<file path="src/lsmt_pkg.sv">
// ----------------------------------------------------------------------------
// lsmt_pkg
// Shared types and constants for the LCD scanline and mode timer.
// ----------------------------------------------------------------------------
`default_nettype none

package lsmt_pkg;

  localparam int unsigned CountW  = 11;
  localparam int unsigned LineW   = 8;
  localparam int unsigned CfgW    = 10;
  localparam int unsigned CfgIdxW = 2;

  // First line of vertical blank and last line of the frame.
  localparam logic [LineW-1:0] VblankLine = 8'd144;
  localparam logic [LineW-1:0] LastLine   = 8'd153;

  // Reset values of the timing registers.
  localparam logic [CfgW-1:0] CplReset    = 10'd456;
  localparam logic [CfgW-1:0] OamEndReset = 10'd80;
  localparam logic [CfgW-1:0] XferEndReset = 10'd252;

  typedef enum logic [1:0] {
    MODE_HBLANK = 2'd0,
    MODE_VBLANK = 2'd1,
    MODE_OAM    = 2'd2,
    MODE_XFER   = 2'd3
  } mode_e;

  typedef enum logic [CfgIdxW-1:0] {
    REG_COLOR_MODE      = 2'd0,
    REG_CYCLES_PER_LINE = 2'd1,
    REG_OAM_SEARCH_END  = 2'd2,
    REG_TRANSFER_END    = 2'd3
  } cfg_idx_e;

  // STAT enable bit positions.
  localparam int unsigned EnHblank = 0;
  localparam int unsigned EnVblank = 1;
  localparam int unsigned EnOam    = 2;
  localparam int unsigned EnLyc    = 3;

  typedef struct packed {
    logic            color_mode;
    logic [CfgW-1:0] cycles_per_line;
    logic [CfgW-1:0] oam_search_end;
    logic [CfgW-1:0] transfer_end;
  } cfg_t;

  typedef struct packed {
    logic [7:0] cycles;
    logic [7:0] lcdc;
    logic [3:0] stat_enables;
    logic [7:0] lyc;
  } in_word_t;

  typedef struct packed {
    logic [7:0] ly;
    logic [1:0] mode;
    logic       coincidence;
    logic       vblank_irq;
    logic       stat_irq;
    logic       draw_request;
    logic [2:0] draw_layers;
    logic       obj_tall;
    logic [2:0] region_select;
  } out_word_t;

endpackage

`default_nettype wire

</file>
<file path="src/lcd_scanline_mode_timer_top.sv">
// ----------------------------------------------------------------------------
// lcd_scanline_mode_timer_top
// Scanline and mode timer for a handheld-style LCD. Each input word carries
// the CPU time elapsed since the last word plus the LCD control byte, the
// STAT interrupt enables and the line compare value. The block classifies
// the current mode (vblank from line 144, else OAM search / pixel transfer /
// hblank by cycle thresholds), flags line==compare, pulses the STAT
// interrupt on entry into an enabled mode or on an enabled coincidence,
// then adds the cycles and advances the line at each line boundary. Lines
// 1..143 request a draw with the layer and map selects decoded from the
// control byte; line 144 pulses vblank; the line wraps to 0 after 153.
// With display enable (control bit 7) low the count and line clear and the
// mode reads vblank. Throughput is one word per clock while out_ready_i is
// high; each word passes the input register, then the result register,
// and the per-word work is one 11-bit add, one subtract and a few
// compares. Timing registers (color_mode, cycles_per_line, oam_search_end,
// transfer_end) are written through a plain write port and should only be
// changed while the pipeline is empty.
// ----------------------------------------------------------------------------
`default_nettype none

module lcd_scanline_mode_timer_top (
  input  wire logic                           clk_i,
  input  wire logic                           rst_ni,
  // configuration write port
  input  wire logic                           cfg_we_i,
  input  wire logic [lsmt_pkg::CfgIdxW-1:0]   cfg_idx_i,
  input  wire logic [lsmt_pkg::CfgW-1:0]      cfg_wdata_i,
  // input words
  input  wire logic                           in_valid_i,
  output logic                                in_ready_o,
  input  wire lsmt_pkg::in_word_t             in_data_i,
  // result words
  output logic                                out_valid_o,
  input  wire logic                           out_ready_i,
  output lsmt_pkg::out_word_t                 out_data_o
);

  lsmt_pkg::cfg_t     cfg;
  logic               s_valid;
  logic               s_ready;
  lsmt_pkg::in_word_t s_data;

  // Timing registers.
  lsmt_cfg_regs u_cfg (
    .clk_i       (clk_i),
    .rst_ni      (rst_ni),
    .cfg_we_i    (cfg_we_i),
    .cfg_idx_i   (cfg_idx_i),
    .cfg_wdata_i (cfg_wdata_i),
    .cfg_o       (cfg)
  );

  // Stage 1: register the incoming word.
  lsmt_in_reg u_in (
    .clk_i      (clk_i),
    .rst_ni     (rst_ni),
    .in_valid_i (in_valid_i),
    .in_ready_o (in_ready_o),
    .in_data_i  (in_data_i),
    .s_valid_o  (s_valid),
    .s_ready_i  (s_ready),
    .s_data_o   (s_data)
  );

  // Stage 2: update timer state and load the result register.
  // State only moves when a word enters the result register, so ordering
  // across stalls is preserved.
  lsmt_core u_core (
    .clk_i       (clk_i),
    .rst_ni      (rst_ni),
    .cfg_i       (cfg),
    .s_valid_i   (s_valid),
    .s_ready_o   (s_ready),
    .s_data_i    (s_data),
    .out_valid_o (out_valid_o),
    .out_ready_i (out_ready_i),
    .out_data_o  (out_data_o)
  );

endmodule

`default_nettype wire

</file>
<file path="src/lsmt_cfg_regs.sv">
// ----------------------------------------------------------------------------
// lsmt_cfg_regs
// Configuration register file, write-only, one register per index.
// ----------------------------------------------------------------------------
`default_nettype none

module lsmt_cfg_regs (
  input  wire logic                           clk_i,
  input  wire logic                           rst_ni,
  input  wire logic                           cfg_we_i,
  input  wire logic [lsmt_pkg::CfgIdxW-1:0]   cfg_idx_i,
  input  wire logic [lsmt_pkg::CfgW-1:0]      cfg_wdata_i,
  output lsmt_pkg::cfg_t                      cfg_o
);

  lsmt_pkg::cfg_t cfg_q, cfg_d;

  always_comb begin
    cfg_d = cfg_q;
    if (cfg_we_i) begin
      unique case (lsmt_pkg::cfg_idx_e'(cfg_idx_i))
        lsmt_pkg::REG_COLOR_MODE:      cfg_d.color_mode      = cfg_wdata_i[0];
        lsmt_pkg::REG_CYCLES_PER_LINE: cfg_d.cycles_per_line = cfg_wdata_i;
        lsmt_pkg::REG_OAM_SEARCH_END:  cfg_d.oam_search_end  = cfg_wdata_i;
        lsmt_pkg::REG_TRANSFER_END:    cfg_d.transfer_end    = cfg_wdata_i;
        default:                       cfg_d = cfg_q;
      endcase
    end
  end

  always_ff @(posedge clk_i or negedge rst_ni) begin
    if (!rst_ni) begin
      cfg_q.color_mode      <= 1'b0;
      cfg_q.cycles_per_line <= lsmt_pkg::CplReset;
      cfg_q.oam_search_end  <= lsmt_pkg::OamEndReset;
      cfg_q.transfer_end    <= lsmt_pkg::XferEndReset;
    end else begin
      cfg_q <= cfg_d;
    end
  end

  assign cfg_o = cfg_q;

endmodule

`default_nettype wire

</file>
<file path="src/lsmt_in_reg.sv">
// ----------------------------------------------------------------------------
// lsmt_in_reg
// Input pipeline register; takes a new word when empty or whenever the next stage drains.
// ----------------------------------------------------------------------------
`default_nettype none

module lsmt_in_reg (
  input  wire logic               clk_i,
  input  wire logic               rst_ni,
  input  wire logic               in_valid_i,
  output logic                    in_ready_o,
  input  wire lsmt_pkg::in_word_t in_data_i,
  output logic                    s_valid_o,
  input  wire logic               s_ready_i,
  output lsmt_pkg::in_word_t      s_data_o
);

  logic               valid_q;
  lsmt_pkg::in_word_t data_q;

  assign in_ready_o = !valid_q || s_ready_i;

  always_ff @(posedge clk_i or negedge rst_ni) begin
    if (!rst_ni) begin
      valid_q <= 1'b0;
    end else if (in_ready_o) begin
      valid_q <= in_valid_i;
    end
  end

  always_ff @(posedge clk_i) begin
    if (in_valid_i && in_ready_o) begin
      data_q <= in_data_i;
    end
  end

  assign s_valid_o = valid_q;
  assign s_data_o  = data_q;

endmodule

`default_nettype wire

</file>
<file path="src/lsmt_core.sv">
// ----------------------------------------------------------------------------
// lsmt_core
// Timer state, mode classify, interrupt decode and the result register.
// ----------------------------------------------------------------------------
`default_nettype none

module lsmt_core (
  input  wire logic               clk_i,
  input  wire logic               rst_ni,
  input  wire lsmt_pkg::cfg_t     cfg_i,
  input  wire logic               s_valid_i,
  output logic                    s_ready_o,
  input  wire lsmt_pkg::in_word_t s_data_i,
  output logic                    out_valid_o,
  input  wire logic               out_ready_i,
  output lsmt_pkg::out_word_t     out_data_o
);

  logic [lsmt_pkg::CountW-1:0] count_q, count_d;
  logic [lsmt_pkg::LineW-1:0]  line_q, line_d;
  lsmt_pkg::mode_e             mode_q, mode_d;
  logic                        coin_q, coin_d;
  logic                        out_valid_q;
  lsmt_pkg::out_word_t         out_q, out_d;

  logic                        take;
  logic                        wants;
  lsmt_pkg::mode_e             new_mode;
  logic [lsmt_pkg::CountW:0]   sum;
  logic [lsmt_pkg::CountW-1:0] wrapped;
  logic [lsmt_pkg::CountW-1:0] cpl;
  logic [lsmt_pkg::LineW-1:0]  next_line;

  assign s_ready_o = !out_valid_q || out_ready_i;
  assign take      = s_valid_i && s_ready_o;

  assign cpl       = {1'b0, cfg_i.cycles_per_line};
  assign sum       = {1'b0, count_q} + {4'b0, s_data_i.cycles};
  assign wrapped   = sum[lsmt_pkg::CountW-1:0];
  assign next_line = line_q + 8'd1;

  always_comb begin
    new_mode = lsmt_pkg::MODE_HBLANK;
    wants    = 1'b0;
    priority if (line_q >= lsmt_pkg::VblankLine) begin
      new_mode = lsmt_pkg::MODE_VBLANK;
      wants    = s_data_i.stat_enables[lsmt_pkg::EnVblank];
    end else if (count_q <= {1'b0, cfg_i.oam_search_end}) begin
      new_mode = lsmt_pkg::MODE_OAM;
      wants    = s_data_i.stat_enables[lsmt_pkg::EnOam];
    end else if (count_q <= {1'b0, cfg_i.transfer_end}) begin
      new_mode = lsmt_pkg::MODE_XFER;
    end else begin
      new_mode = lsmt_pkg::MODE_HBLANK;
      wants    = s_data_i.stat_enables[lsmt_pkg::EnHblank];
    end
  end

  always_comb begin
    count_d = count_q;
    line_d  = line_q;
    mode_d  = mode_q;
    coin_d  = coin_q;
    out_d   = '0;

    if (!s_data_i.lcdc[7]) begin
      count_d = '0;
      line_d  = '0;
      mode_d  = lsmt_pkg::MODE_VBLANK;
    end else begin
      mode_d = new_mode;
      coin_d = (line_q == s_data_i.lyc);
      out_d.stat_irq = ((new_mode != mode_q) && wants) ||
                       (coin_d && s_data_i.stat_enables[lsmt_pkg::EnLyc]);
      count_d = wrapped;
      if (wrapped >= cpl) begin
        count_d = wrapped - cpl;
        line_d  = next_line;
        priority if (next_line < lsmt_pkg::VblankLine) begin
          out_d.draw_request  = 1'b1;
          out_d.draw_layers   = {s_data_i.lcdc[5], s_data_i.lcdc[1],
                                 cfg_i.color_mode | s_data_i.lcdc[0]};
          out_d.obj_tall      = s_data_i.lcdc[2];
          out_d.region_select = {s_data_i.lcdc[6], s_data_i.lcdc[4], s_data_i.lcdc[3]};
        end else if (next_line == lsmt_pkg::VblankLine) begin
          out_d.vblank_irq = 1'b1;
        end else if (next_line > lsmt_pkg::LastLine) begin
          line_d = '0;
        end else begin
          line_d = next_line;
        end
      end
    end

    out_d.ly          = line_d;
    out_d.mode        = mode_d;
    out_d.coincidence = coin_d;
  end

  always_ff @(posedge clk_i or negedge rst_ni) begin
    if (!rst_ni) begin
      count_q     <= '0;
      line_q      <= '0;
      mode_q      <= lsmt_pkg::MODE_HBLANK;
      coin_q      <= 1'b0;
      out_valid_q <= 1'b0;
    end else begin
      if (take) begin
        count_q <= count_d;
        line_q  <= line_d;
        mode_q  <= mode_d;
        coin_q  <= coin_d;
      end
      if (s_ready_o) begin
        out_valid_q <= s_valid_i;
      end
    end
  end

  always_ff @(posedge clk_i) begin
    if (take) begin
      out_q <= out_d;
    end
  end

  assign out_valid_o = out_valid_q;
  assign out_data_o  = out_q;

endmodule

`default_nettype wire

</file>
<file path="config.mk">
export PLATFORM = sky130hd
export DESIGN_NAME = lcd_scanline_mode_timer_top
export DESIGN_NICKNAME = d
export VERILOG_FILES = /design/src/lsmt_pkg.sv /design/src/lcd_scanline_mode_timer_top.sv /design/src/lsmt_cfg_regs.sv /design/src/lsmt_in_reg.sv /design/src/lsmt_core.sv
export SDC_FILE = /design/constraint.sdc
export NUM_CORES = 1
export LEC_CHECK = 0
export BUFFER_PORTS_ARGS = -buffer_cell sky130_fd_sc_hd__buf_2
export CAP_MARGIN = 20
export CORE_AREA = 2 2 125 127
export DETAILED_ROUTE_END_ITERATION = 8
export DIE_AREA = 0 0 127 129
export PLACE_DENSITY = 0.67
export SETUP_SLACK_MARGIN = 0.3
export SYNTH_ARGS = -nofsm -noshare
export SYNTH_HDL_FRONTEND = slang
export SYNTH_SLANG_ARGS = --single-unit
export TNS_END_PERCENT = 50
</file>
<file path="constraint.sdc">
create_clock -name clk_i -period 4.8 [get_ports clk_i]
set_input_delay 0.72 -clock clk_i [delete_from_list [all_inputs] [get_ports clk_i]]
set_output_delay 0.72 -clock clk_i [all_outputs]
set_load 0.02 [all_outputs]
</file>
==> impl_metrics.yaml <==
clocking:
  cts_tree: "built"
  cts.clk_slew.worst_paths_ps: 70
  clockBufferDepth: 2
  clkLatencyLatePin_ps: 360
  cts_hold_buf: 0
  htree_levels: 3
  postCtsSetupBuffers: 0
  clock_sinks: 104
  cts_repair_resize_count: 0
  numCtsBuffers: 9
  cts_root_buf: "clkbuf_16"
global_routing:
  grt_pass1_vias: 4201
  grt_use_total: 0.1684
  antenna_found_initial: 0
  grt_max_degree: 56
  grt_first_pass_wirelength_mm: 21.54
  gr-total-overflow: 0
sta:
  final-max-slew-violation-count: 0
  fmax_mhz: 239.6
  finalHoldViolCount: 0
  worst_pin_slew_ps: 819.2
  setup_viol: 0
  finalCriticalPeriod_ps: 4173
  fin_skew_ps: 7.306
  whs_ps: 478.5
  setup_ws_ps: 626.8
  slew_headroom: 0.4525
  finalCritPeriodShare: 0.8694
  tns_ps: 0
  rsz0062_at_grt: "false"
synth:
  synth_edf_count: 49
  avgSynthCellArea_um2: 11.17
  synthesis.nets: 604
  yosys.cell_count.top_type: "edfxtp_1"
  synth_largest_area_cell: "edfxtp_1"
  synth_cell_type_count: 64
  yosysWarningCount: 0
  synth_top_area_share: 0.2548
  syn_area_mm2: 0.005776
  yosysSeqAreaShare: 0.4957
  synth.area.top_cells: "edfxtp_1 (25%), dfrtp_1 (19%), ha_1 (8.7%), mux2_2 (6.6%), dfstp_2 (5.5%)"
  synthTopCellsByCount: "edfxtp_1 (49), dfrtp_1 (43), inv_1 (41)"
  ys_seq_elements: 104
  ys.flop_type: "edfxtp_1"
  async_flop_share: 0.5288
  synth_cells: 517
cells_and_area:
  fin_util: 0.4403
  fin_cells: 774
  drive_above_1_share: 0.2355
  num-nets-final: 668
  diodes: 0
  areaGrowthSynthToFinish_pct: 14.17
  num-fill-cells: 1391
  design_area_mm2: 0.006594
routing:
  postRouteAntennaNets: 0
  wl_mm: 12.92
  drtIter0Drc: 298
  route.detailed.drc: 0
  routed-via-count: 4217
  drt_first_pass_iters: 5
  wl_per_cell_um: 16.69
  vias_per_cell: 5.448
floorplanning:
  rows: 45
  die_x_um: 127
  pin_count: 68
  die_h_um: 129
  coreArea_mm2: 0.01498
  initial_utilization: 0.3856
  die_area_mm2: 0.01638
min_path:
  hold_start: "u_core.coin_q$_DFFE_PN0P_"
  hp-class: "reg2reg"
placement:
  io_buffers: 67
  post-dp-hpwl_mm: 9.654
  dpl_cell_area_mm2: 0.006304
  placed_cells: 758
  place_ws_ps: 652.4
  gp_congestion: 0.8574
setup_path:
  worst-path-max-fanout: 11
  required_ps: 4920
  endpoint_kind: "flip-flop"
  worstPathArrival_ps: 4290
  r2r-start: "u_core.count_q[0]$_DFFE_PN0P_"
  setup.worst_path.start: "u_core.count_q[0]$_DFFE_PN0P_"
  startpoint_type: "flip-flop"
  worst_path_most_repeated_cell: "ha_1"
  slowest_delay_ps: 580
  crit_type: "reg2reg"
  worst_path_max_delay_cell: "o21ai_1"
  path_cells: "ha_1 -> inv_1 -> fa_1 -> nor2b_1 -> o31ai_2 -> nand2b_1 -> a21oi_1 -> xnor2_1 -> ha_1 -> o211ai_1 -> o21ba_2 -> a211oi_1 -> a21boi_1 -> o21ai_1 -> mux2i_1 -> and2_1"
pwr:
  cellLeakagePower_nw: 2.835
  p_total_mw: 3.780
  power.density_mw_per_mm2: 573.3
  ir_drop_mv: 0.2931
job:
  drv_cap: 0
status:
  status: "complete, no violations"
-- sequential cells by signal, summed over array words and instances (netlist names) --
name	cells
u_core.coin_q	1
u_in.s_valid_o	1
u_in.s_data_o	28
u_core.mode_q	2
u_cfg.cfg_o	31
u_core.out_data_o	21
u_core.line_q	8
u_core.out_valid_o	1
u_core.count_q	11
-- layout make-up --
type | count | area, um^2 | share of cell area
sequential | 104 | 2863 | 0.4342
clock inverter | 6 | 51.30 | 0.007780
multi-input combinational | 352 | 2659 | 0.4032
clock buffer | 10 | 239.0 | 0.03624
inverter | 43 | 161.4 | 0.02448
timing repair buffer | 71 | 385.4 | 0.05844
tap | 188 | 235.2 | 0.03567
-- cell families after synthesis --
| group | count (synthesis) | share of synthesized area |
|---|---|---|
| multiplexers | 42 | 0.08102 |
| AND/OR/NAND/NOR | 136 | 0.1192 |
| flip-flops | 104 | 0.4957 |
| XOR/XNOR | 23 | 0.03488 |
| AO/OA/AOI/OAI | 109 | 0.1317 |
| buffers and inverters | 61 | 0.04398 |
| adder cells (fa/ha/maj) | 42 | 0.09359 |
-- report_power, final --
part | total, mW | leakage [nW] | internal [mW] | switching (mW)
Clock | 0.720 | 0.133 | 0.372 | 0.348
Sequential | 1.27 | 1.14 | 1.12 | 0.143
Combinational | 1.79 | 1.56 | 0.770 | 1.02
-- placed cells by master, fill, tap and decap left out, types with 5 or more instances in the layout --
cell,instances
nand2_1,31
o21a_1,7
inv_1,41
xnor2_1,20
a31oi_1,5
buf_2,67
dfstp_2,12
o21ai_0,15
nor3_1,7
nor2_1,30
ha_1,40
nor2b_1,8
mux2i_1,7
a211oi_1,7
nand3_1,15
o31ai_1,9
a21oi_1,20
nand4_1,6
edfxtp_1,49
clkbuf_16,9
or3_1,6
nand2b_1,5
a21o_1,8
mux2_2,34
and2_1,8
dfrtp_1,43
-- metal layers --
| layer | share of wire | wire length (um) | global-route usage |
|---|---|---|---|
| met3 | 0.045 | 579 | 0.02495 |
| met1 | 0.46 | 5963 | 0.2227 |
| met2 | 0.47 | 6110 | 0.2736 |
| met5 | 0 | 0 | 0 |
| met4 | 0.020 | 262 | 0.08145 |
-- critical path, delay by kind of cell (launching register included) --
family,cells,cell delay (ps)
muxes,1,140
AOI/OAI and AO/OA,7,2010
buffers and inverters,1,90
and+or+nand+nor,3,370
DFF,1,400
xor gates and xnor gates,1,160
adders and majority gates,3,760
-- final timing paths --
check / end / slack, ps / cells after the start
worst max-delay path: u_core.out_data_o[13]$_DFFE_PP_ / 630 / 16
worst min register to register: u_core.coin_q$_DFFE_PN0P_ / 480 / 2
worst min-delay path: u_core.coin_q$_DFFE_PN0P_ / 480 / 2
min in group asynchronous: u_in.s_valid_o$_DFFE_PN0N_ / 510 / 2
max in group asynchronous: u_cfg.cfg_o[29]$_DFFE_PN0P_ / 3820 / 2
worst max register to register: u_core.out_data_o[13]$_DFFE_PP_ / 630 / 16
Note: power is estimated with default switching activity, not from simulation.
